File: src/design/elfbid_pkg.sv
`timescale 1ns / 1ps
`default_nettype none

package elfbid_pkg;

  // Default store depth in bytes.
  localparam int unsigned MAX_IMAGE_BYTES_DEF = 65536;

  // FNV-1a 64: the prime is 2^40 + 0x1b3.
  localparam logic [63:0] FNV_BASIS       = 64'hcbf29ce484222325;
  localparam logic [8:0]  FNV_PRIME_LO    = 9'h1b3;
  localparam int unsigned FNV_PRIME_SHIFT = 40;

  // ELF constants.
  localparam logic [63:0] ELF_HDR_BYTES   = 64'd64;
  localparam logic [15:0] SH_ENT_BYTES    = 16'd64;
  localparam logic [31:0] SHT_NOTE        = 32'd7;
  localparam logic [31:0] NT_GNU_BUILD_ID = 32'd3;
  localparam logic [63:0] NOTE_MIN_BYTES  = 64'd16;
  localparam logic [63:0] NOTE_HDR_BYTES  = 64'd12;
  localparam logic [63:0] DESC_MIN_BYTES  = 64'd8;

  // Bytes of ".note.gnu.build-id" with its terminating zero.
  function automatic logic [7:0] target_byte(input logic [4:0] k);
    logic [7:0] b;
    unique case (k)
      5'd0:  b = 8'h2e;
      5'd1:  b = 8'h6e;
      5'd2:  b = 8'h6f;
      5'd3:  b = 8'h74;
      5'd4:  b = 8'h65;
      5'd5:  b = 8'h2e;
      5'd6:  b = 8'h67;
      5'd7:  b = 8'h6e;
      5'd8:  b = 8'h75;
      5'd9:  b = 8'h2e;
      5'd10: b = 8'h62;
      5'd11: b = 8'h75;
      5'd12: b = 8'h69;
      5'd13: b = 8'h6c;
      5'd14: b = 8'h64;
      5'd15: b = 8'h2d;
      5'd16: b = 8'h69;
      5'd17: b = 8'h64;
      default: b = 8'h00;
    endcase
    return b;
  endfunction

endpackage

`default_nettype wire

File: src/design/elfbid_fnv.sv
`timescale 1ns / 1ps
`default_nettype none

module elfbid_fnv (
  input  wire logic        clk,
  input  wire logic        rst_n,
  input  wire logic        upd,
  input  wire logic        clr,
  input  wire logic [7:0]  byte_in,
  output logic      [63:0] hash
);

  logic [63:0] hash_r;
  logic [63:0] hash_nxt;
  logic [63:0] mix;

  // One FNV-1a round: xor the byte in, then multiply by the prime as a shift plus a
  // narrow product.
  always_comb begin
    mix = hash_r ^ {56'd0, byte_in};
    hash_nxt = hash_r;
    if (clr) begin
      hash_nxt = elfbid_pkg::FNV_BASIS;
    end else if (upd) begin
      hash_nxt = (mix << elfbid_pkg::FNV_PRIME_SHIFT) + (mix * {55'd0, elfbid_pkg::FNV_PRIME_LO});
    end
  end

  always_ff @(posedge clk) begin
    if (!rst_n) begin
      hash_r <= elfbid_pkg::FNV_BASIS;
    end else begin
      hash_r <= hash_nxt;
    end
  end

  assign hash = hash_r;

endmodule

`default_nettype wire

File: config.mk
export PLATFORM = sky130hd
export DESIGN_NAME = elfbid_fnv
export DESIGN_NICKNAME = d
export VERILOG_FILES = /design/src/design/elfbid_pkg.sv /design/src/design/elfbid_fnv.sv
export SDC_FILE = /design/constraint.sdc
export NUM_CORES = 1
export LEC_CHECK = 0
export BUFFER_PORTS_ARGS = -buffer_cell sky130_fd_sc_hd__buf_4
export CAP_MARGIN = 25
export CORE_AREA = 2 2 160 162
export CTS_CLUSTER_DIAMETER = 200
export DETAILED_ROUTE_END_ITERATION = 8
export DIE_AREA = 0 0 162 164
export GPL_ROUTABILITY_DRIVEN = 0
export PLACE_DENSITY = 0.77
export SLEW_MARGIN = 5
export SYNTH_ARGS = -nofsm -noshare
export SYNTH_HDL_FRONTEND = slang
export SYNTH_SLANG_ARGS = --single-unit
export TNS_END_PERCENT = 50
File: constraint.sdc
create_clock -name clk -period 10.15 [get_ports clk]
set_input_delay 0.5075 -clock clk [delete_from_list [all_inputs] [get_ports clk]]
set_output_delay 0.5075 -clock clk [all_outputs]
set_load 0.05 [all_outputs]
==> impl_results.html <==
<table>
<tr><th>Metric</th><th>Value</th></tr>
<tr><th colspan="2">STA</th></tr>
<tr><td>Setup slack after layout</td><td>~4.4 ns</td></tr>
<tr><td>Unrepaired setup endpoints after global routing</td><td>no</td></tr>
<tr><td>Min Clock Period, post-route</td><td>5.74 ns</td></tr>
<tr><td>Number of max-slew violations in the final report</td><td>0</td></tr>
<tr><td>Relative max-transition margin</td><td>approximately 44%</td></tr>
<tr><td>Crit share post-route</td><td>a little under three fifths</td></tr>
<tr><td>Fmax</td><td>roughly 170 MHz</td></tr>
<tr><td>Total Negative Setup Slacks</td><td>0 ns</td></tr>
<tr><td>Max Clock Skew</td><td>approximately 0.011 ns</td></tr>
<tr><td>Transition time at the pin with the least slew margin</td><td>around 0.84 ns</td></tr>
<tr><td>Final Hold Viols</td><td>0</td></tr>
<tr><td>Finish-stage setup viols</td><td>0</td></tr>
<tr><th colspan="2">Yosys</th></tr>
<tr><td>#FFs+latches synth</td><td>64</td></tr>
<tr><td>Dominant cell by count in the synthesized netlist</td><td>sky130_fd_sc_hd__inv_1</td></tr>
<tr><td>Net count after synthesis</td><td>2130</td></tr>
<tr><td>Area share of the leading cell type in the synthesized netlist</td><td>28.8%</td></tr>
<tr><td>Most used flip-flop cell after synthesis</td><td>sky130_fd_sc_hd__dfxtp_1</td></tr>
<tr><td>Simple logic cell fraction of the synthesized area</td><td>8.09%</td></tr>
<tr><td>Mapped Avg Cell Area</td><td>around 8.5 µm²</td></tr>
<tr><td>Distinct cell type count after synthesis</td><td>57</td></tr>
<tr><td>Share of the yosys chip area belonging to registers</td><td>8.76%</td></tr>
<tr><td>Post-synthesis instance total</td><td>between 1.5k and 2k</td></tr>
<tr><td>Fraction of the mapped netlist area in adder cells</td><td>a little under half</td></tr>
<tr><td>Cell area after synthesis</td><td>between 10000 and 15000 µm²</td></tr>
<tr><td>Number of warning messages in the yosys log</td><td>0</td></tr>
<tr><td>Synth async-reset ratio</td><td>0%</td></tr>
<tr><td>Number of enable flip-flop cells after synthesis</td><td>0</td></tr>
<tr><td>Compound-cell area share of the yosys netlist</td><td>between 10% and 20%</td></tr>
<tr><td>Mux cell area share after synthesis</td><td>under 10%</td></tr>
<tr><td>Most used standard cells in the synthesized netlist</td><td>sky130_fd_sc_hd__inv_1 (415), sky130_fd_sc_hd__fa_1 (210), sky130_fd_sc_hd__ha_1 (196), sky130_fd_sc_hd__a21oi_1 (93)</td></tr>
<tr><td>Xor and xnor area share after synthesis</td><td>between 7 and 8%</td></tr>
<tr><td>Dominant cells by area after synthesis</td><td>sky130_fd_sc_hd__fa_1 (29%), sky130_fd_sc_hd__ha_1 (17%), sky130_fd_sc_hd__inv_1 (11%)</td></tr>
<tr><td>Cell type with the highest aggregate area in the netlist</td><td>sky130_fd_sc_hd__fa_1</td></tr>
<tr><td>Dominant combinational cell family by area after synthesis</td><td>adder cells</td></tr>
<tr><th colspan="2">Worst setup path</th></tr>
<tr><td>FF-to-FF Start</td><td>hash[17]</td></tr>
<tr><td>Type of the setup path with the least slack</td><td>reg -&gt; reg</td></tr>
<tr><td>Worst-path maximum fanout</td><td>7</td></tr>
<tr><td>Kind of start point of the critical path</td><td>flop</td></tr>
<tr><td>Required @ worst endpoint</td><td>10.39 ns</td></tr>
<tr><td>Reg2reg setup slack</td><td>4.41 ns</td></tr>
<tr><td>Critical path data arrival time</td><td>about 6.0 ns</td></tr>
<tr><td>Reg2Reg Depth</td><td>19</td></tr>
<tr><td>Endpoint class of the critical path</td><td>flop</td></tr>
<tr><td>Reg-to-Reg End</td><td>hash[63]</td></tr>
<tr><th colspan="2">Clock tree</th></tr>
<tr><td>Post-CTS setup repair buffer count</td><td>0</td></tr>
<tr><td>Insertion delay to the later sink of the worst-skew pair</td><td>0.36 ns</td></tr>
<tr><td>Clock tree from TritonCTS</td><td>built</td></tr>
<tr><td>Number of buffers created by CTS</td><td>9</td></tr>
<tr><td>Clock buffer depth</td><td>2</td></tr>
<tr><td>Number of gates resized after CTS</td><td>0</td></tr>
<tr><td>Root Buffer Master</td><td>sky130_fd_sc_hd__clkbuf_16</td></tr>
<tr><td>Clock slew seen by the registers of the worst setup and hold paths</td><td>~0.070 ns</td></tr>
<tr><td>Cts hold-fix bufs</td><td>0</td></tr>
<tr><td>Count of clock tree sinks</td><td>64</td></tr>
<tr><td>Count of H-tree levels built during CTS</td><td>3</td></tr>
<tr><th colspan="2">Worst hold path</th></tr>
<tr><td>Number of instances on the worst hold path</td><td>3</td></tr>
<tr><td>Endpoint of the worst hold-timing path</td><td>hash[0]</td></tr>
<tr><td>Hold path start</td><td>byte_in[0]</td></tr>
<tr><td>Hold/Removal Path Class</td><td>in -&gt; reg</td></tr>
<tr><th colspan="2">Cells and area</th></tr>
<tr><td>Filler instances</td><td>2151</td></tr>
<tr><td>Flip-flop count of the largest register after layout</td><td>64</td></tr>
<tr><td>Synthesis-to-layout area growth</td><td>4.82%</td></tr>
<tr><td>Number of antenna cells inserted</td><td>0</td></tr>
<tr><td>Final layout net count</td><td>2116</td></tr>
<tr><td>Fraction of final layout cells sized beyond drive strength 1</td><td>under 10%</td></tr>
<tr><th colspan="2">Floorplan</th></tr>
<tr><td>Core area</td><td>around 25000 µm²</td></tr>
<tr><td>Floorplan die height</td><td>roughly 160 µm</td></tr>
<tr><td>Overall die width</td><td>roughly 160 µm</td></tr>
<tr><td>I/O pins</td><td>76</td></tr>
<tr><td>Initial core utilization</td><td>between 50% and 60%</td></tr>
<tr><td>Die outline area</td><td>about 27000 µm²</td></tr>
<tr><td>Number of cell rows</td><td>58</td></tr>
<tr><th colspan="2">Route</th></tr>
<tr><td>Number of DRC violations after detailed routing</td><td>0</td></tr>
<tr><td>Via density</td><td>about 5.7</td></tr>
<tr><td>Antenna viol nets, final</td><td>0</td></tr>
<tr><td>Wire length per cell</td><td>slightly below 20 µm</td></tr>
<tr><td>Total vias in the final route</td><td>between 10k and 15k</td></tr>
<tr><td>Wire length reported by the detailed router</td><td>around 39000 µm</td></tr>
<tr><td>DRC marker count from the first detailed-route iteration</td><td>around 1.1k</td></tr>
<tr><td>TritonRoute pass-1 iters</td><td>5</td></tr>
<tr><th colspan="2">Flow run</th></tr>
<tr><td>Max-capacitance violation count</td><td>0</td></tr>
<tr><th colspan="2">Place</th></tr>
<tr><td>DP Wirelength</td><td>approximately 34000 µm</td></tr>
<tr><td>Buffers on Ports</td><td>75</td></tr>
<tr><td>Worst-case setup slack after placement</td><td>between 4 and 5 ns</td></tr>
<tr><th colspan="2">Status</th></tr>
<tr><td>Result of the run</td><td>finished, final reports clean</td></tr>
<tr><th colspan="2">Global routing</th></tr>
<tr><td>Aggregate global-route resource usage</td><td>30.8%</td></tr>
<tr><td>Number of global-route vias before repair</td><td>about 12k</td></tr>
<tr><td>Maximum number of pins on one net before global-route repair</td><td>59</td></tr>
<tr><td>Overflow after GRT</td><td>0</td></tr>
<tr><td>First-pass GRT wire length</td><td>63300 µm</td></tr>
<tr><td>Antenna violations before repair</td><td>1</td></tr>
</table>
how the worst max path moves through the flow:
stage | from | endpoint | slack [ns] | depth (start not counted)
2_1_floorplan | hash[7] | hash[58] | 4.82 | 21
3_3_place_gp | byte_in[1] | hash[58] | 4.43 | 20
3_5_place_dp | byte_in[1] | hash[58] | 4.31 | 20
4_1_cts | hash[17] | hash[63] | 4.50 | 19
5_1_grt | hash[17] | hash[41] | 4.16 | 19
6_report | hash[17] | hash[63] | 4.41 | 19
layout by cell type, fill, tap and decap left out, types with 5 or more instances in the layout:
cell | netlist | layout
sky130_fd_sc_hd__a211oi_1 | 11 | 11
sky130_fd_sc_hd__a21o_1 | 55 | 55
sky130_fd_sc_hd__a21oi_1 | 93 | 93
sky130_fd_sc_hd__a31oi_1 | 11 | 11
sky130_fd_sc_hd__and3_1 | 9 | 9
sky130_fd_sc_hd__buf_4 | 56 | 79
sky130_fd_sc_hd__clkbuf_16 | 0 | 9
sky130_fd_sc_hd__dfxtp_1 | 64 | 64
sky130_fd_sc_hd__fa_1 | 210 | 210
sky130_fd_sc_hd__ha_1 | 196 | 196
sky130_fd_sc_hd__inv_1 | 415 | 415
sky130_fd_sc_hd__mux2i_1 | 23 | 23
sky130_fd_sc_hd__nand2_1 | 86 | 86
sky130_fd_sc_hd__nand2b_1 | 6 | 5
sky130_fd_sc_hd__nand3_1 | 19 | 19
sky130_fd_sc_hd__nand4_1 | 11 | 11
sky130_fd_sc_hd__nor2_1 | 86 | 86
sky130_fd_sc_hd__nor2b_1 | 8 | 8
sky130_fd_sc_hd__nor3_1 | 13 | 13
sky130_fd_sc_hd__o211ai_1 | 13 | 13
sky130_fd_sc_hd__o21a_1 | 7 | 7
sky130_fd_sc_hd__o21ai_0 | 60 | 60
sky130_fd_sc_hd__o21ai_1 | 9 | 9
sky130_fd_sc_hd__o21bai_1 | 11 | 11
sky130_fd_sc_hd__o22ai_1 | 10 | 10
sky130_fd_sc_hd__or2_2 | 6 | 6
sky130_fd_sc_hd__xnor2_1 | 64 | 64
sky130_fd_sc_hd__xor2_1 | 65 | 65
cell families (layout without fill, tap and decap cells):
family	Yosys count	count (layout)
AOI/OAI and AO/OA	311	311
xor gates and xnor gates	129	129
DFF	64	64
muxes	23	23
adders and majority gates	406	406
buffers and inverters	519	510
and+or+nand+nor	260	260
routing by layer:
metal	track usage [%]	vias up	share of wire [%]
li1	-	5335	-
met3	5.23	130	8.1
met1	41.4	5652	42
met2	49.1	536	45
met5	0	-	0.033
met4	13.5	2	5.0
critical path, cell delays in order, from the launching register on:
cell                      delay (ns)
sky130_fd_sc_hd__dfxtp_1        0.60
sky130_fd_sc_hd__ha_1           0.38
sky130_fd_sc_hd__inv_1          0.11
sky130_fd_sc_hd__fa_1           0.54
sky130_fd_sc_hd__inv_1          0.05
sky130_fd_sc_hd__fa_1           0.47
sky130_fd_sc_hd__inv_1          0.05
sky130_fd_sc_hd__fa_1           0.47
sky130_fd_sc_hd__inv_1          0.04
sky130_fd_sc_hd__ha_1           0.27
sky130_fd_sc_hd__ha_1           0.36
sky130_fd_sc_hd__nand2_1        0.18
sky130_fd_sc_hd__nor2_1         0.29
sky130_fd_sc_hd__nand2_1        0.08
sky130_fd_sc_hd__or4_1          0.54
sky130_fd_sc_hd__o21ai_2        0.37
sky130_fd_sc_hd__o21ai_1        0.23
sky130_fd_sc_hd__o21ai_1        0.28
sky130_fd_sc_hd__mux2i_1        0.23
sky130_fd_sc_hd__nor3b_1        0.06
metrics by stage:
step	cell area, µm²	hold slack, ns	std cells	utilization, %
3_3_place_gp	15000	0.510	2017	60.5
4_1_cts	15300	0.470	2033	61.7
2_1_floorplan	14600	0.472	1712	-
6_report	15300	0.469	2033	61.7
5_1_grt	15300	0.545	2033	61.7
3_5_place_dp	15000	0.518	2017	60.5
area by class of cell:
type	instances	area [µm²]	share of cell area, %
clock inverters	6	67.6	0.441
multi-input cells	1129	11200	72.9
flip-flops and latches	64	1280	8.36
repair buffers	79	593	3.87
clock buffers	10	239	1.56
well taps	330	413	2.69
inverters	415	1560	10.2
Power is not shown: default switching activity piles up to over one toggle a cycle in this logic, so the estimate is an artifact.
